### src/pffl_pkg.sv
// Shared constants, types and helper functions for the page frame allocator.
package pffl_pkg;

  localparam int MAX_PAGES  = 65536;
  localparam int PAGE_BYTES = 4096;

  localparam int ADDR_W  = 32;
  localparam int CFG_W   = 17;
  localparam int CFG_IDX_W = 2;
  localparam int OFS_W   = $clog2(PAGE_BYTES);
  localparam int PAGE_W  = $clog2(MAX_PAGES);
  localparam int CNT_W   = $clog2(MAX_PAGES + 1);
  localparam int FRESH_W = (CFG_W > CNT_W) ? CFG_W : CNT_W;
  localparam int FPAGE_W = ADDR_W - OFS_W;
  localparam int CQ_DEPTH = 2;
  localparam int CQ_PTR_W = $clog2(CQ_DEPTH);
  localparam int CQ_CNT_W = $clog2(CQ_DEPTH + 1);

  localparam logic [CFG_IDX_W-1:0] REG_TOTAL    = CFG_IDX_W'(0);
  localparam logic [CFG_IDX_W-1:0] REG_RESERVED = CFG_IDX_W'(1);

  localparam logic [CFG_W-1:0] TOTAL_RESET    = CFG_W'(65536);
  localparam logic [CFG_W-1:0] RESERVED_RESET = CFG_W'(0);

  typedef enum logic [1:0] {
    ST_OK      = 2'd0,
    ST_NO_PAGE = 2'd1,
    ST_UNKNOWN = 2'd2,
    ST_FULL    = 2'd3
  } status_t;

  typedef enum logic {
    REQ_ALLOC = 1'b0,
    REQ_FREE  = 1'b1
  } req_t;

  typedef enum logic {
    BK_RUN,
    BK_WAIT
  } bk_state_t;

  typedef struct packed {
    req_t              kind;
    logic              unknown;
    logic [PAGE_W-1:0] page;
  } cmd_t;

  typedef struct packed {
    logic [CNT_W-1:0] total;
    logic [CFG_W-1:0] reserved;
    logic             restart;
    logic [CFG_W-1:0] restart_fresh;
  } cfg_t;

  function automatic logic [CNT_W-1:0] limit_total(input logic [CFG_W-1:0] t);
    logic [CNT_W-1:0] r;
    if (32'(t) > 32'(MAX_PAGES)) begin
      r = CNT_W'(MAX_PAGES);
    end else begin
      r = CNT_W'(t);
    end
    return r;
  endfunction

  function automatic logic [ADDR_W-1:0] page_to_addr(input logic [FRESH_W-1:0] p);
    logic [63:0] w;
    w = 64'(p) << OFS_W;
    return w[ADDR_W-1:0];
  endfunction

endpackage

### src/pffl_if.sv
// Request and response channel interfaces of the page frame allocator.
interface pffl_req_if
  import pffl_pkg::*;
();
  logic              valid;
  logic              ready;
  req_t              req_type;
  logic [ADDR_W-1:0] free_address;

  modport source (output valid, output req_type, output free_address, input ready);
  modport sink   (input valid, input req_type, input free_address, output ready);
endinterface


### src/pffl_front.sv
// Front end: accepts requests and classifies frees against the page total.
module pffl_front
  import pffl_pkg::*;
(
  pffl_req_if.sink        in_req,
  input  logic [CNT_W-1:0] total,
  input  logic             cq_ready,
  output logic             cq_push,
  output cmd_t             cq_cmd
);

  logic [FPAGE_W-1:0] addr_page;

  assign addr_page    = in_req.free_address[ADDR_W-1:OFS_W];
  assign in_req.ready = cq_ready;
  assign cq_push      = in_req.valid && cq_ready;

  always_comb begin
    cq_cmd.kind    = in_req.req_type;
    cq_cmd.page    = PAGE_W'(addr_page);
    cq_cmd.unknown = (32'(addr_page) >= 32'(total));
  end

endmodule

### src/flat_wrapper.sv
// flat-port wrapper written by rule: the top's interface ports become plain ports
module pffl_front_flat import pffl_pkg::*;
  (total, cq_ready, cq_push, cq_cmd, in_req_valid, in_req_req_type, in_req_free_address, in_req_ready);
  pffl_req_if in_req_i ();
  input  logic [CNT_W-1:0] total;
  input  logic cq_ready;
  output logic cq_push;
  output cmd_t cq_cmd;
  input wire logic [$bits(in_req_i.valid)-1:0] in_req_valid;
  input wire logic [$bits(in_req_i.req_type)-1:0] in_req_req_type;
  input wire logic [$bits(in_req_i.free_address)-1:0] in_req_free_address;
  output wire logic [$bits(in_req_i.ready)-1:0] in_req_ready;
  assign in_req_i.valid = in_req_valid;
  assign in_req_i.req_type = in_req_req_type;
  assign in_req_i.free_address = in_req_free_address;
  assign in_req_ready = in_req_i.ready;
  pffl_front u_core (.in_req(in_req_i), .total(total), .cq_ready(cq_ready), .cq_push(cq_push), .cq_cmd(cq_cmd));
endmodule
### config.mk
export PLATFORM = sky130hd
export DESIGN_NAME = pffl_front_flat
export DESIGN_NICKNAME = d
export VERILOG_FILES = /design/src/pffl_pkg.sv /design/src/pffl_if.sv /design/src/pffl_front.sv /design/src/flat_wrapper.sv
export SDC_FILE = /design/constraint.sdc
export NUM_CORES = 1
export LEC_CHECK = 0
export BUFFER_PORTS_ARGS = -buffer_cell sky130_fd_sc_hd__buf_2
export CAP_MARGIN = 15
export CORE_AREA = 2 2 44 46
export DETAILED_ROUTE_END_ITERATION = 8
export DIE_AREA = 0 0 46 48
export PLACE_DENSITY = 0.83
export SLEW_MARGIN = 20
export SYNTH_ARGS = -nofsm -noshare
export SYNTH_HDL_FRONTEND = slang
export SYNTH_SLANG_ARGS = --single-unit
### constraint.sdc
create_clock -name vclk -period 1.2
set_input_delay 0.12 -clock vclk [all_inputs]
set_output_delay 0.12 -clock vclk [all_outputs]
set_load 0.02 [all_outputs]
==> summary.txt <==
Final layout
  • Fraction of layout cells with a size suffix above 1: 60.8%
  • Register area: 0 µm²
  • Seq Cell Count: 0
  • Final Util: 50.7%
  • Filler instances: 166
  • Inserted Diodes: 0
  • Fin nets: 191
  • Synth-to-layout area growth: 50.0%
  • Area of the multi-input gates: 445 µm²
  • Post-route cell area: 856 µm²
  • Finished Layout Cells: 137
  • Clkbuf count: 0

Placement
  • Dpl ws: -251 ps
  • # port buffers: 58
  • Detailed placement HPWL: 1.22 mm
  • Routability cong.: 0.643
  • DP Cell Count: 137
  • Area post-placement: 773 µm²

Synth
  • Synth area leaders: ha_1 (37%), buf_4 (24%), inv_1 (11%)
  • Cell count after synthesis: 79
  • Avg Cell Area, Syn: 7.22 µm²
  • Mapped Nets: 148
  • Synth unique cells: 18
  • Area leader, netlist: ha_1
  • Sequential element share of the synthesized area: 0%
  • Mapped Area: 571 µm²
  • Yosys warns: 0
  • Post-synth top area share: 37.3%

STA
  • Setup TNS: -174 ps
  • Setup violations, final: 1
  • Max-slew violations: 0
  • Final hold slack: 240 ps
  • Final period utilization: 114%
  • Worst Tran Pin Value: 363 ps
  • Max Freq: 728 MHz
  • Fin crit period: 1370 ps
  • Final Hold Vio Count: 0
  • Final critical-path setup slack: -174 ps
  • RSZ-0062 raised after global routing: true
  • Rel. slew slack: 75.5%

Routing
  • Vias: 641
  • Avg WL per Cell: 9.95 µm
  • DRC: 0
  • ANT nets after route: 0
  • Routed WL: 1.36 mm
  • Detailed Routing Iterations Pass 1: 4
  • Initial DRC Count: 2
  • Vias per cell: 4.68

Floorplanning
  • IO Pins: 72
  • Starting density of the core: 33.8%
  • Die span in x: 46 µm
  • Die area: 2210 µm²
  • Row count: 15
  • Area of the core: 1690 µm²
  • Die extent in y: 48 µm

Status
  • Status: complete, but fails checks
  • Violated checks: negative setup slack

Critical path
  • Critical path launch point type: input port
  • CP max FO: 2
  • CP endpoint kind: output pin
  • Crit-path slowest cell: ha_1
  • Crit Path Category: input port to output pin
  • Worst setup path startpoint: in_req_free_address[14]
  • CP arrival: 1250 ps
  • WP data required: 1080 ps
  • Worst setup path end: cq_cmd[16]
  • CP Cell Sequence: buf_2 -> ha_1 -> a211oi_2 -> o21ai_1 -> a21oi_2 -> o2111ai_2 -> buf_4
  • CP peak stage delay: 310 ps

Global routing
  • Total track usage: 11.1%
  • Via count of the first global-routing pass: 509
  • Initial antenna violation count: 0
  • First-pass GRT wire length: 1.89 mm
  • GRT overflow: 0
  • Pin count of the biggest net entering global routing: 4

Worst hold path
  • Worst hold path startpoint: in_req_req_type
  • Worst Hold Class: input port to output pin

Flow run
  • # Max-Cap Violations: 0

Pwr
  • Tot Pwr: 0.308 mW
  • Cell Pwr Density: 360 nW/µm²
  • Leak: 0.519 nW
  • Peak supply drop: 128 µV
[worst min path at each step]
stage	cells past startpoint	slack [ps]	endpoint
5_1_grt	0	240	cq_cmd[17]
6_report	0	240	cq_cmd[17]
3_3_place_gp	0	240	cq_cmd[17]
3_5_place_dp	0	240	cq_cmd[17]
2_1_floorplan	1	350	cq_cmd[0]
4_1_cts	0	240	cq_cmd[17]
[where the power goes]
group          internal (mW)  switching [mW]
Combinational          0.150           0.159
Clock                      0               0
Sequential                 0               0
[repair_timing]
item,in CTS,in global routing
setup endpoints to repair,1,1
setup buffers,0,0
gates resized for setup,10,10
hold buffers,0,0
pin swaps,1,0
[cells in the final DEF, fill, tap and decap left out]
cell,synthesis,routed
buf_2,0,53
inv_1,17,13
ha_1,17,13
inv_2,0,4
nand2_1,4,4
ha_4,0,4
buf_6,0,4
a21oi_1,5,3
nand4_1,3,3
o21ai_1,0,2
a21oi_2,0,2
a21o_1,2,2
buf_4,18,2
nor2_1,1,1
nor3_2,0,1
nor2b_1,1,1
a211oi_2,0,1
and3_1,1,1
nor4_2,1,1
o21ai_0,3,1
nor4_1,1,1
a22oi_1,1,1
o2111ai_2,0,1
and2_1,1,1
[critical path, delay by kind of cell]
| kind | cells | cell delay (ps) |
|---|---|---|
| adder cells (fa/ha/maj) | 1 | 310 |
| AO/OA/AOI/OAI | 4 | 530 |
| buffers and inverters | 2 | 280 |
[cell type report]
class	count	share of cell area, %
inverter	17	7.46
multi-input combinational	44	52.0
tap	17	2.49
timing repair buffer	59	38.0
[logic make-up (layout without fill, tap and decap cells)]
| logic type | Yosys count | count (layout) | share of synthesized area, % |
|---|---|---|---|
| compound gates | 13 | 13 | 13.8 |
| simple gates | 14 | 14 | 14.0 |
| fa+ha+maj | 17 | 17 | 37.3 |
| buf+inv | 35 | 76 | 34.9 |
[cells in the mapped netlist]
master     instances
inv_1             17
o2111ai_1          1
nand4_1            3
ha_1              17
nor4_2             1
nor3_1             1
nor4_1             1
a211oi_1           1
buf_4             18
nor2_1             1
nor2b_1            1
a22oi_1            1
and3_1             1
and2_1             1
o21ai_0            3
a21o_1             2
a21oi_1            5
nand2_1            4
[metal layers]
metal | vias to the layer above | part of all wire (%) | global-route usage [%]
met3 | 0 | 11 | 1.13
li1 | 334 | - | -
met2 | 40 | 52 | 25.0
met1 | 267 | 37 | 11.2
met5 | - | 0 | 0
met4 | 0 | 0 | 0
(Power assumes the default switching activity.)
