==> config.mk <==
export PLATFORM = sky130hd
export DESIGN_NAME = pffl_cmdq
export DESIGN_NICKNAME = d
export VERILOG_FILES = /design/src/pffl_pkg.sv /design/src/pffl_cmdq.sv
export SDC_FILE = /design/constraint.sdc
export NUM_CORES = 1
export LEC_CHECK = 0
export BUFFER_PORTS_ARGS = -buffer_cell sky130_fd_sc_hd__buf_2
export CAP_MARGIN = 5
export CORE_UTILIZATION = 55
export CTS_BUF_LIST = sky130_fd_sc_hd__clkbuf_8
export DETAILED_ROUTE_END_ITERATION = 8
export MAX_ROUTING_LAYER = met4
export PLACE_DENSITY = 0.84
export REMOVE_ABC_BUFFERS = 1
export SYNTH_ARGS = -nofsm -noshare
export SYNTH_HDL_FRONTEND = slang
export SYNTH_SLANG_ARGS = --single-unit
==> constraint.sdc <==
create_clock -name clk -period 2.7 [get_ports clk]
set_input_delay 0.405 -clock clk [delete_from_list [all_inputs] [get_ports clk]]
set_output_delay 0.405 -clock clk [all_outputs]
set_load 0.005 [all_outputs]
==> src/pffl_pkg.sv <==
// Shared constants, types and helper functions for the page frame allocator.
package pffl_pkg;

  localparam int MAX_PAGES  = 65536;
  localparam int PAGE_BYTES = 4096;

  localparam int ADDR_W  = 32;
  localparam int CFG_W   = 17;
  localparam int CFG_IDX_W = 2;
  localparam int OFS_W   = $clog2(PAGE_BYTES);
  localparam int PAGE_W  = $clog2(MAX_PAGES);
  localparam int CNT_W   = $clog2(MAX_PAGES + 1);
  localparam int FRESH_W = (CFG_W > CNT_W) ? CFG_W : CNT_W;
  localparam int FPAGE_W = ADDR_W - OFS_W;
  localparam int CQ_DEPTH = 2;
  localparam int CQ_PTR_W = $clog2(CQ_DEPTH);
  localparam int CQ_CNT_W = $clog2(CQ_DEPTH + 1);

  localparam logic [CFG_IDX_W-1:0] REG_TOTAL    = CFG_IDX_W'(0);
  localparam logic [CFG_IDX_W-1:0] REG_RESERVED = CFG_IDX_W'(1);

  localparam logic [CFG_W-1:0] TOTAL_RESET    = CFG_W'(65536);
  localparam logic [CFG_W-1:0] RESERVED_RESET = CFG_W'(0);

  typedef enum logic [1:0] {
    ST_OK      = 2'd0,
    ST_NO_PAGE = 2'd1,
    ST_UNKNOWN = 2'd2,
    ST_FULL    = 2'd3
  } status_t;

  typedef enum logic {
    REQ_ALLOC = 1'b0,
    REQ_FREE  = 1'b1
  } req_t;

  typedef enum logic {
    BK_RUN,
    BK_WAIT
  } bk_state_t;

  typedef struct packed {
    req_t              kind;
    logic              unknown;
    logic [PAGE_W-1:0] page;
  } cmd_t;

  typedef struct packed {
    logic [CNT_W-1:0] total;
    logic [CFG_W-1:0] reserved;
    logic             restart;
    logic [CFG_W-1:0] restart_fresh;
  } cfg_t;

  function automatic logic [CNT_W-1:0] limit_total(input logic [CFG_W-1:0] t);
    logic [CNT_W-1:0] r;
    if (32'(t) > 32'(MAX_PAGES)) begin
      r = CNT_W'(MAX_PAGES);
    end else begin
      r = CNT_W'(t);
    end
    return r;
  endfunction

  function automatic logic [ADDR_W-1:0] page_to_addr(input logic [FRESH_W-1:0] p);
    logic [63:0] w;
    w = 64'(p) << OFS_W;
    return w[ADDR_W-1:0];
  endfunction

endpackage

==> src/pffl_cmdq.sv <==
// Short command queue between the front end and the back end.
module pffl_cmdq
  import pffl_pkg::*;
(
  input  logic clk,
  input  logic rst_n,
  input  logic push,
  input  cmd_t push_cmd,
  output logic ready,
  input  logic pop,
  output logic valid,
  output cmd_t head_cmd
);

  cmd_t                entry_r [CQ_DEPTH];
  logic [CQ_PTR_W-1:0] wr_ptr_r, wr_ptr_nxt;
  logic [CQ_PTR_W-1:0] rd_ptr_r, rd_ptr_nxt;
  logic [CQ_CNT_W-1:0] cnt_r, cnt_nxt;

  assign ready    = (cnt_r != CQ_CNT_W'(CQ_DEPTH));
  assign valid    = (cnt_r != '0);
  assign head_cmd = entry_r[rd_ptr_r];

  always_comb begin
    wr_ptr_nxt = wr_ptr_r;
    rd_ptr_nxt = rd_ptr_r;
    cnt_nxt    = cnt_r;
    if (push) begin
      wr_ptr_nxt = (wr_ptr_r == CQ_PTR_W'(CQ_DEPTH - 1)) ? '0 : wr_ptr_r + 1'b1;
    end
    if (pop) begin
      rd_ptr_nxt = (rd_ptr_r == CQ_PTR_W'(CQ_DEPTH - 1)) ? '0 : rd_ptr_r + 1'b1;
    end
    if (push && !pop) begin
      cnt_nxt = cnt_r + 1'b1;
    end else if (pop && !push) begin
      cnt_nxt = cnt_r - 1'b1;
    end
  end

  always_ff @(posedge clk) begin
    if (!rst_n) begin
      wr_ptr_r <= '0;
      rd_ptr_r <= '0;
      cnt_r    <= '0;
    end else begin
      wr_ptr_r <= wr_ptr_nxt;
      rd_ptr_r <= rd_ptr_nxt;
      cnt_r    <= cnt_nxt;
    end
  end

  always_ff @(posedge clk) begin
    if (push) begin
      entry_r[wr_ptr_r] <= push_cmd;
    end
  end

endmodule

==> results of run 1 <==
area by class of cell:
class	count	area [um^2]	share of cell area [%]
inverters	1	3.75	0.204
multi-input cells	34	320	17.5
clock inverters	3	11.3	0.613
repair buffers	42	213	11.6
clock buffers	5	68.8	3.75
well taps	30	37.5	2.04
flip-flops and latches	41	1180	64.3
kinds of logic after synthesis:
family	synth area share, %
flip-flops	77.8
multiplexers	13.3
AND/OR/NAND/NOR	3.71
AO/OA/AOI/OAI	1.32
XOR/XNOR	1.73
buffers and inverters	1.32
adder cells (fa/ha/maj)	0.824
registers in the layout, summed over array words and instances (netlist names), named ones only:
signal,flops
entry_r,36
cnt_r,2
rd_ptr_r,1
wr_ptr_r,1
final timing paths:
check,from,to,depth (start not counted)
max,flip-flop,head_cmd[7],2
min,push_cmd[9],entry_r[0][9]$_DFFE_PP_,1
max reg2reg,wr_ptr_r$_SDFFE_PN0P_,entry_r[1][11]$_DFFE_PP_,1
min reg2reg,cnt_r[1]$_SDFFE_PN0P_,cnt_r[1]$_SDFFE_PN0P_,2
cell usage in the layout, fill, tap and decap left out:
cell type / synthesis / final
a21boi_1: 1 / 1
o21ai_0: 1 / 1
or3_1: 1 / 1
mux2_1: 18 / 18
buf_4: 0 / 1
xnor2_1: 1 / 1
ha_1: 1 / 1
inv_1: 1 / 4
nor2b_1: 2 / 1
dfxtp_1: 5 / 5
and2_1: 4 / 4
clkbuf_8: 0 / 5
nand2b_1: 1 / 1
edfxtp_1: 36 / 36
o21a_1: 1 / 1
buf_2: 1 / 41
nor2b_2: 0 / 1
or2_1: 1 / 1
xor2_1: 2 / 2
power breakdown:
| group | total, mW | switching [mW] | internal (mW) |
|---|---|---|---|
| Clock | 0.350 | 0.178 | 0.172 |
| Sequential | 0.752 | 0.0222 | 0.729 |
| Combinational | 0.121 | 0.0530 | 0.0677 |
through the flow:
step / setup slack (ns) / hold slack (ns)
floorplan: 1.02 / 0.465
global placement: 0.929 / 0.478
detailed placement: 0.899 / 0.514
CTS: 0.588 / 0.305
global route: 0.519 / 0.301
finish: 0.629 / 0.313
layer usage:
layer | GRT usage, % | vias up | routed length [um]
li1 | - | 384 | -
met1 | 20.0 | 365 | 967
met2 | 30.9 | 28 | 1200
met3 | 8.33 | 2 | 132
met4 | 5.13 | 0 | 6
met5 | - | - | 0
==> results_dict.tcl, run 1 <==
set metrics [dict create \
    synth_largest_area_cell "edfxtp_1" \
    clock-root-buffer "clkbuf_8" \
    ys_warn_count 0 \
    drive_gt1_share_pct 38.1 \
    yosysTopAreaCellShare_pct 71.2 \
    cpLargestDelayFamily "flip-flops" \
    worstSetupStartpointType "flip-flop" \
    io_buffers 41 \
    fin_area_um2 1840 \
    cpPeakStageDelay_ns 0.86 \
    vias 779 \
    post-route-util_pct 72.1 \
    cts-resized-gates 0 \
    synthCells 78 \
    fin_total_pwr_mw 1.22 \
    dp_cells 148 \
    cts_max_path_buffers 2 \
    cp-end-kind "primary output" \
    hold_class "input pin to flip-flop" \
    synth_edf_count 36 \
    drt_pass1_iterations 3 \
    synth-async-reset-ratio_pct 0 \
    n_antenna_cell 0 \
    nNetsFinal 148 \
    cp_max_fo 18 \
    seq_area_frac_synth_pct 77.8 \
    dieHeight_um 54.6 \
    tritoncts "built" \
    path_cells "mux2_1 > buf_2" \
    fillCellCount 175 \
    cp.required_ns 2.30 \
    grt_max_degree 19 \
    wl_mm 2.31 \
    wl_per_cell_um 14.8 \
    yosys-top-cells-area "edfxtp_1, mux2_1, dfxtp_1" \
    vdd_drop_max_mv 0.633 \
    setup_viol 0 \
    die-area_um2 2980 \
    postCtsSetupBuffers 0 \
    die_w_um 54.6 \
    fin_setup_tns_ns 0 \
    worstSetupPathType "flip-flop to primary output" \
    rows 18 \
    worst_pin_slew_ns 0.828 \
    viasPerCell 4.99 \
    pin_count 42 \
    critPathSlowestCell "dfxtp_1" \
    cts_buffers 5 \
    drtIter0Drc 11 \
    ys.flop_type "edfxtp_1" \
    clock.fmax_ghz 0.483 \
    overflow 0 \
    synthDistinctLibCells 17 \
    initial_core_util_pct 59.7 \
    ant_nets 0 \
    r2r_slack_ns 1.32 \
    finClkSkew_ns 0.00548 \
    layout_min_cycle_time_ns 2.07 \
    grt_pass1_wl_mm 3.38 \
    routabilityCongestion 0.621 \
    cts_num_sinks 41 \
    syn_avg_cell_area_um2 19.5 \
    grt_usage_pct 18.6 \
    antenna_found_initial 0 \
    cap_viol_max_count 0 \
    p_leak_nw 0.725 \
    route.detailed.drc 0 \
    hpwlAfterDp_mm 1.66 \
    stdcell_count 156 \
    core_um2 2540 \
    relSlewSlack_pct 44.7 \
    maxSlewViolCount 0 \
    synth_common_cells "edfxtp_1, mux2_1, dfxtp_1" \
    synth_most_common_cell "edfxtp_1" \
    clk_pin_slew_ns 0.07 \
    first_global_vias 752 \
    dpl-instance-area_um2 1760 \
    ctsHoldBuffers 0 \
    hold_viol 0 \
    cts_max_level 2 \
    fin_crit_sh_pct 76.7 \
    syn-cell-area_um2 1520 \
    outcome "complete, no violations" \
    areaGrowthSynthToFinish_pct 20.8 \
    power_density_nw_per_um2 666 \
    rsz0062_at_grt "false" \
    critPathArrivalTime_ns 1.67 \
    worst-path-buf-inv 1 \
    synth_seq_cells 41 \
    clock_latency_ns 0.28 \
]
Note: power is estimated with default switching activity, not from simulation.
==> run 2, diff against run 1 <==
Settings changed: CORE_UTILIZATION 55 to 48, PLACE_DENSITY 0.84 to 0.78.
Clock period 2.7 ns to 1.86 ns, I/O delays scaled along.
==> results_dict.tcl, run 2 (same netlist as run 1, synthesis figures left out) <==
set metrics [dict create \
    maxSlewViolCount 0 \
    largest_reg_flops 36 \
    viasPerCell 4.73 \
    layout_min_cycle_time_ns 1.59 \
    regMostFlops "entry_r" \
    cp-end-kind "primary output" \
    io_buffers 41 \
    cts_max_level 2 \
    layout_commonest_cell "buf_2" \
    vdd_drop_max_mv 0.755 \
    dieHeight_um 58.3 \
    grt_max_degree 20 \
    postCtsSetupBuffers 0 \
    hold_class "input pin to flip-flop" \
    finClkSkew_ns 0.00518 \
    ctsHoldBuffers 0 \
    cts_buffers 5 \
    outcome "complete, no violations" \
    largest_registers "entry_r x36, cnt_r x2" \
    n_antenna_cell 0 \
    pin_count 42 \
    path_cells "buf_4 > mux2_1 > buf_2" \
    rr_worst_depth 2 \
    core_um2 3030 \
    ant_nets 0 \
    clock.fmax_ghz 0.631 \
    hpwlAfterDp_mm 1.58 \
    relSlewSlack_pct 83.5 \
    cts_max_path_buffers 2 \
    hold_depth 1 \
    overflow 0 \
    first_global_vias 835 \
    min_to "entry_r[1][2]$_DFFE_PP_" \
    fillCellCount 229 \
    power_density_nw_per_um2 1020 \
    p_leak_nw 0.747 \
    cpPeakStageDelay_ns 0.35 \
    die-area_um2 3390 \
    vias 819 \
    r2r_slack_ns 0.79 \
    clock_latency_ns 0.29 \
    rsz0062_at_grt "false" \
    hp-start "push_cmd[2]" \
    cap_viol_max_count 0 \
    grt_usage_pct 16.3 \
    setup_viol 0 \
    cts-resized-gates 0 \
    drtIter0Drc 16 \
    wl_mm 2.25 \
    fin_crit_sh_pct 85.2 \
    grt_pass1_wl_mm 3.65 \
    worst_pin_slew_ns 0.247 \
    route.detailed.drc 0 \
    wl_per_cell_um 13.0 \
    cp.required_ns 1.58 \
    nNetsFinal 151 \
    post-route-util_pct 62.9 \
    antenna_found_initial 0 \
    worstSetupStartpointType "flip-flop" \
    drt_pass1_iterations 3 \
    tritoncts "built" \
    cp_max_fo 12 \
    r2r-end "entry_r[1][7]$_DFFE_PP_" \
    areaGrowthSynthToFinish_pct 25.3 \
    clock-root-buffer "clkbuf_8" \
    worstSetupPathType "flip-flop to primary output" \
    die_w_um 58.3 \
    critPathSlowestCell "mux2_1" \
    rows 20 \
    cts_num_sinks 41 \
    layout_common_cells "buf_2, edfxtp_1, mux2_1, dfxtp_1, clkbuf_8" \
    hold_viol 0 \
    fin_setup_tns_ns 0 \
    routabilityCongestion 0.626 \
    initial_core_util_pct 50.2 \
    critPathArrivalTime_ns 1.31 \
    clk_pin_slew_ns 0.07 \
    drive_gt1_share_pct 41.1 \
    rr_startpoint "wr_ptr_r$_SDFFE_PN0P_" \
]
[run 2: metal layers]
metal,vias up,track usage [%],wire length (um)
met2,34,25.0,1080
li1,391,-,-
met3,4,7.81,171
met4,0,7.14,40
met5,-,-,0
met1,390,18.2,951
[run 2: metrics by stage]
stage / total power [mW] / cells / setup slack, ns / cell area [um^2] / hold slack [ns]
4_1_cts: 1.97 / 173 / 0.236 / 1900 / 0.160
2_1_floorplan: 1.19 / 76 / 0.299 / 1500 / 0.378
6_report: 1.94 / 173 / 0.274 / 1900 / 0.174
3_3_place_gp: 1.29 / 165 / 0.590 / 1800 / 0.468
3_5_place_dp: 1.30 / 165 / 0.553 / 1800 / 0.471
5_1_grt: 2.03 / 173 / 0.204 / 1900 / 0.153
[run 2: cell type report]
| type | count | area, um^2 | area share (%) |
|---|---|---|---|
| Sequential cell | 41 | 1180 | 62.1 |
| Multi-Input combinational cell | 34 | 320 | 16.8 |
| Timing Repair Buffer | 45 | 235 | 12.4 |
| Clock buffer | 5 | 68.8 | 3.62 |
| Tap cell | 44 | 55.1 | 2.89 |
| Clock inverter | 3 | 38.8 | 2.04 |
| Inverter | 1 | 3.75 | 0.197 |
[run 2: worst max-delay path by stage]
stage / to / cells past startpoint
floorplan: entry_r[0][0]$_DFFE_PP_ / 1
global placement: head_cmd[16] / 3
detailed placement: cnt_r[1]$_SDFFE_PN0P_ / 4
CTS: head_cmd[11] / 3
global route: head_cmd[11] / 3
finish: head_cmd[11] / 3
[run 2: where the power goes]
| group | internal, mW | switching [mW] |
|---|---|---|
| clock | 0.392 | 0.275 |
| combinational | 0.105 | 0.0909 |
| sequential | 1.06 | 0.0173 |
[run 2: worst max-delay path: cells and delay by family (launching register included)]
family | cells | cell delay, ns
buffers and inverters | 2 | 0.34
flip-flops | 1 | 0.33
multiplexers | 1 | 0.35
==> run 3, diff against run 2 <==
Settings changed: ABC_AREA set to 1.
==> results_dict.tcl, run 3 <==
set metrics [dict create \
    path_cells "buf_4 > mux2_2 > buf_2" \
    io_buffers 41 \
    grt_max_degree 13 \
    worstSetupStartpointType "flip-flop" \
    nNetsFinal 165 \
    cts_buffers 5 \
    ys.flop_type "edfxtp_1" \
    dpl-instance-area_um2 1850 \
    clock-root-buffer "clkbuf_8" \
    wl_per_cell_um 12.9 \
    layout_min_cycle_time_ns 1.59 \
    cp.required_ns 1.58 \
    synth_seq_cells 41 \
    synthDistinctLibCells 14 \
    worstSetupPathType "flip-flop to primary output" \
    layout_common_cells "buf_2, edfxtp_1, mux2_4, nand2_1, inv_1" \
    cts_max_level 2 \
    hold_viol 0 \
    wl_mm 2.42 \
    cap_viol_max_count 0 \
    synth_largest_area_cell "edfxtp_1" \
    antenna_found_initial 0 \
    pin_count 42 \
    setup_viol 0 \
    ctsHoldBuffers 0 \
    yosysTopAreaCellShare_pct 68.4 \
    worst_slack_ns 0.271 \
    ant_nets 0 \
    drtIter0Drc 26 \
    seq_area_frac_synth_pct 74.7 \
    tritoncts "built" \
    synth_common_cells "edfxtp_1, mux2_4, nand2_1" \
    synth-async-reset-ratio_pct 0 \
    critPathSlowestCell "mux2_2" \
    worst-path-buf-inv 2 \
    areaGrowthSynthToFinish_pct 23.8 \
    clk_pin_slew_ns 0.07 \
    rows 20 \
    postCtsSetupBuffers 0 \
    ys_warn_count 0 \
    synthCells 91 \
    maxSlewViolCount 0 \
    drive_gt1_share_pct 49.7 \
    cts_max_path_buffers 2 \
    rsz0062_at_grt "false" \
    p_leak_nw 0.822 \
    yosys-top-cells-area "edfxtp_1, mux2_4, dfxtp_1" \
    grt_pass1_wl_mm 3.58 \
    route.detailed.drc 0 \
    fin_crit_sh_pct 85.4 \
    finClkSkew_ns 0.00396 \
    n_antenna_cell 0 \
    cp_max_fo 10 \
    layout_commonest_cell "buf_2" \
    viasPerCell 4.69 \
    relSlewSlack_pct 76.3 \
    power_density_nw_per_um2 993 \
    worst_pin_slew_ns 0.355 \
    fin_setup_tns_ns 0 \
    r2r_slack_ns 0.56 \
    critPathArrivalTime_ns 1.31 \
    vias 877 \
    clock.fmax_ghz 0.629 \
    syn-cell-area_um2 1580 \
    syn_avg_cell_area_um2 17.4 \
    overflow 0 \
    cts_num_sinks 41 \
    drt_pass1_iterations 4 \
    routabilityCongestion 0.686 \
    outcome "complete, no violations" \
    cpPeakStageDelay_ns 0.35 \
    regMostFlops "entry_r" \
    initial_core_util_pct 51.3 \
    die-area_um2 3530 \
    dieHeight_um 59.4 \
    cp-end-kind "primary output" \
    cpLargestDelayFamily "multiplexers" \
    fin_area_um2 1960 \
    hold_class "input pin to flip-flop" \
    core_um2 3080 \
    synth_most_common_cell "edfxtp_1" \
    first_global_vias 809 \
    pre_cts_ws_ns 0.533 \
    vdd_drop_max_mv 0.552 \
    synth_edf_count 36 \
    largest_registers "entry_r x36, cnt_r x2" \
    grt_usage_pct 15.0 \
    largest_reg_flops 36 \
    fillCellCount 240 \
    die_w_um 59.4 \
    cts-resized-gates 0 \
    hpwlAfterDp_mm 1.82 \
    clock_latency_ns 0.28 \
]
## run 3: cell types whose count changed after synthesis, moves of 4 or more
cell     before  now
mux2_1       18    0
mux2_4        0   10
nand2_1       0   10
mux2_2        0    8
inv_1         1    8
nor2_1        0    7
and2_1        4    0
## run 3: final cells by class
class / count / area (um^2) / share of cell area (%)
Sequential cell: 41 / 1180 / 60.4
Inverter: 8 / 30.0 / 1.54
Clock buffer: 5 / 68.8 / 3.52
Tap cell: 44 / 55.1 / 2.82
Timing Repair Buffer: 46 / 243 / 12.4
Multi-Input combinational cell: 40 / 340 / 17.4
Clock inverter: 3 / 37.5 / 1.92
## run 3: where the power goes
group	switching, mW	total, mW	leakage (nW)	internal, mW
Combinational	0.0955	0.205	0.386	0.110
Sequential	0.0157	1.07	0.380	1.06
Clock	0.272	0.663	0.0570	0.390
## run 3: cell families (layout without fill, tap and decap cells)
family	count (synthesis)	in the layout	synth area share (%)
multiplexers	18	18	15.2
AO/OA/AOI/OAI	2	2	0.633
AND/OR/NAND/NOR	19	19	4.75
buffers and inverters	10	62	3.88
adder cells (fa/ha/maj)	1	1	0.792
flip-flops	41	41	74.7
## run 3: final timing paths
| check | end | start | cells past startpoint |
|---|---|---|---|
| setup / recovery | head_cmd[4] | flip-flop | 3 |
| hold / removal | entry_r[1][10]$_DFFE_PP_ | push_cmd[10] | 1 |
| setup reg to reg | entry_r[1][6]$_DFFE_PP_ | wr_ptr_r$_SDFFE_PN0P_ | 3 |
| hold reg to reg | flip-flop | rd_ptr_r$_SDFFE_PN0P_ | 2 |
## run 3: worst register-to-register path: cells and delay by family (launching register included)
family	cells	cell delay (ns)
flip-flops	1	0.37
AND/OR/NAND/NOR	1	0.08
buffers and inverters	2	0.55
## run 3: per-layer routing
metal	global-route usage [%]	up-vias	wire length, um
met5	-	-	0
met3	6.11	2	144
met2	24.6	31	1230
met1	16.9	414	1040
met4	4.08	0	4
li1	-	430	-
## run 3: metrics by stage
| stage | instances | hold WS, ns | power [mW] | util [%] |
|---|---|---|---|---|
| floorplan | 89 | 0.378 | 1.20 | - |
| global placement | 179 | 0.469 | 1.29 | 60.1 |
| detailed placement | 179 | 0.473 | 1.30 | 60.1 |
| CTS | 187 | 0.173 | 1.96 | 63.5 |
| global route | 187 | 0.172 | 2.01 | 63.5 |
| finish | 187 | 0.181 | 1.94 | 63.5 |
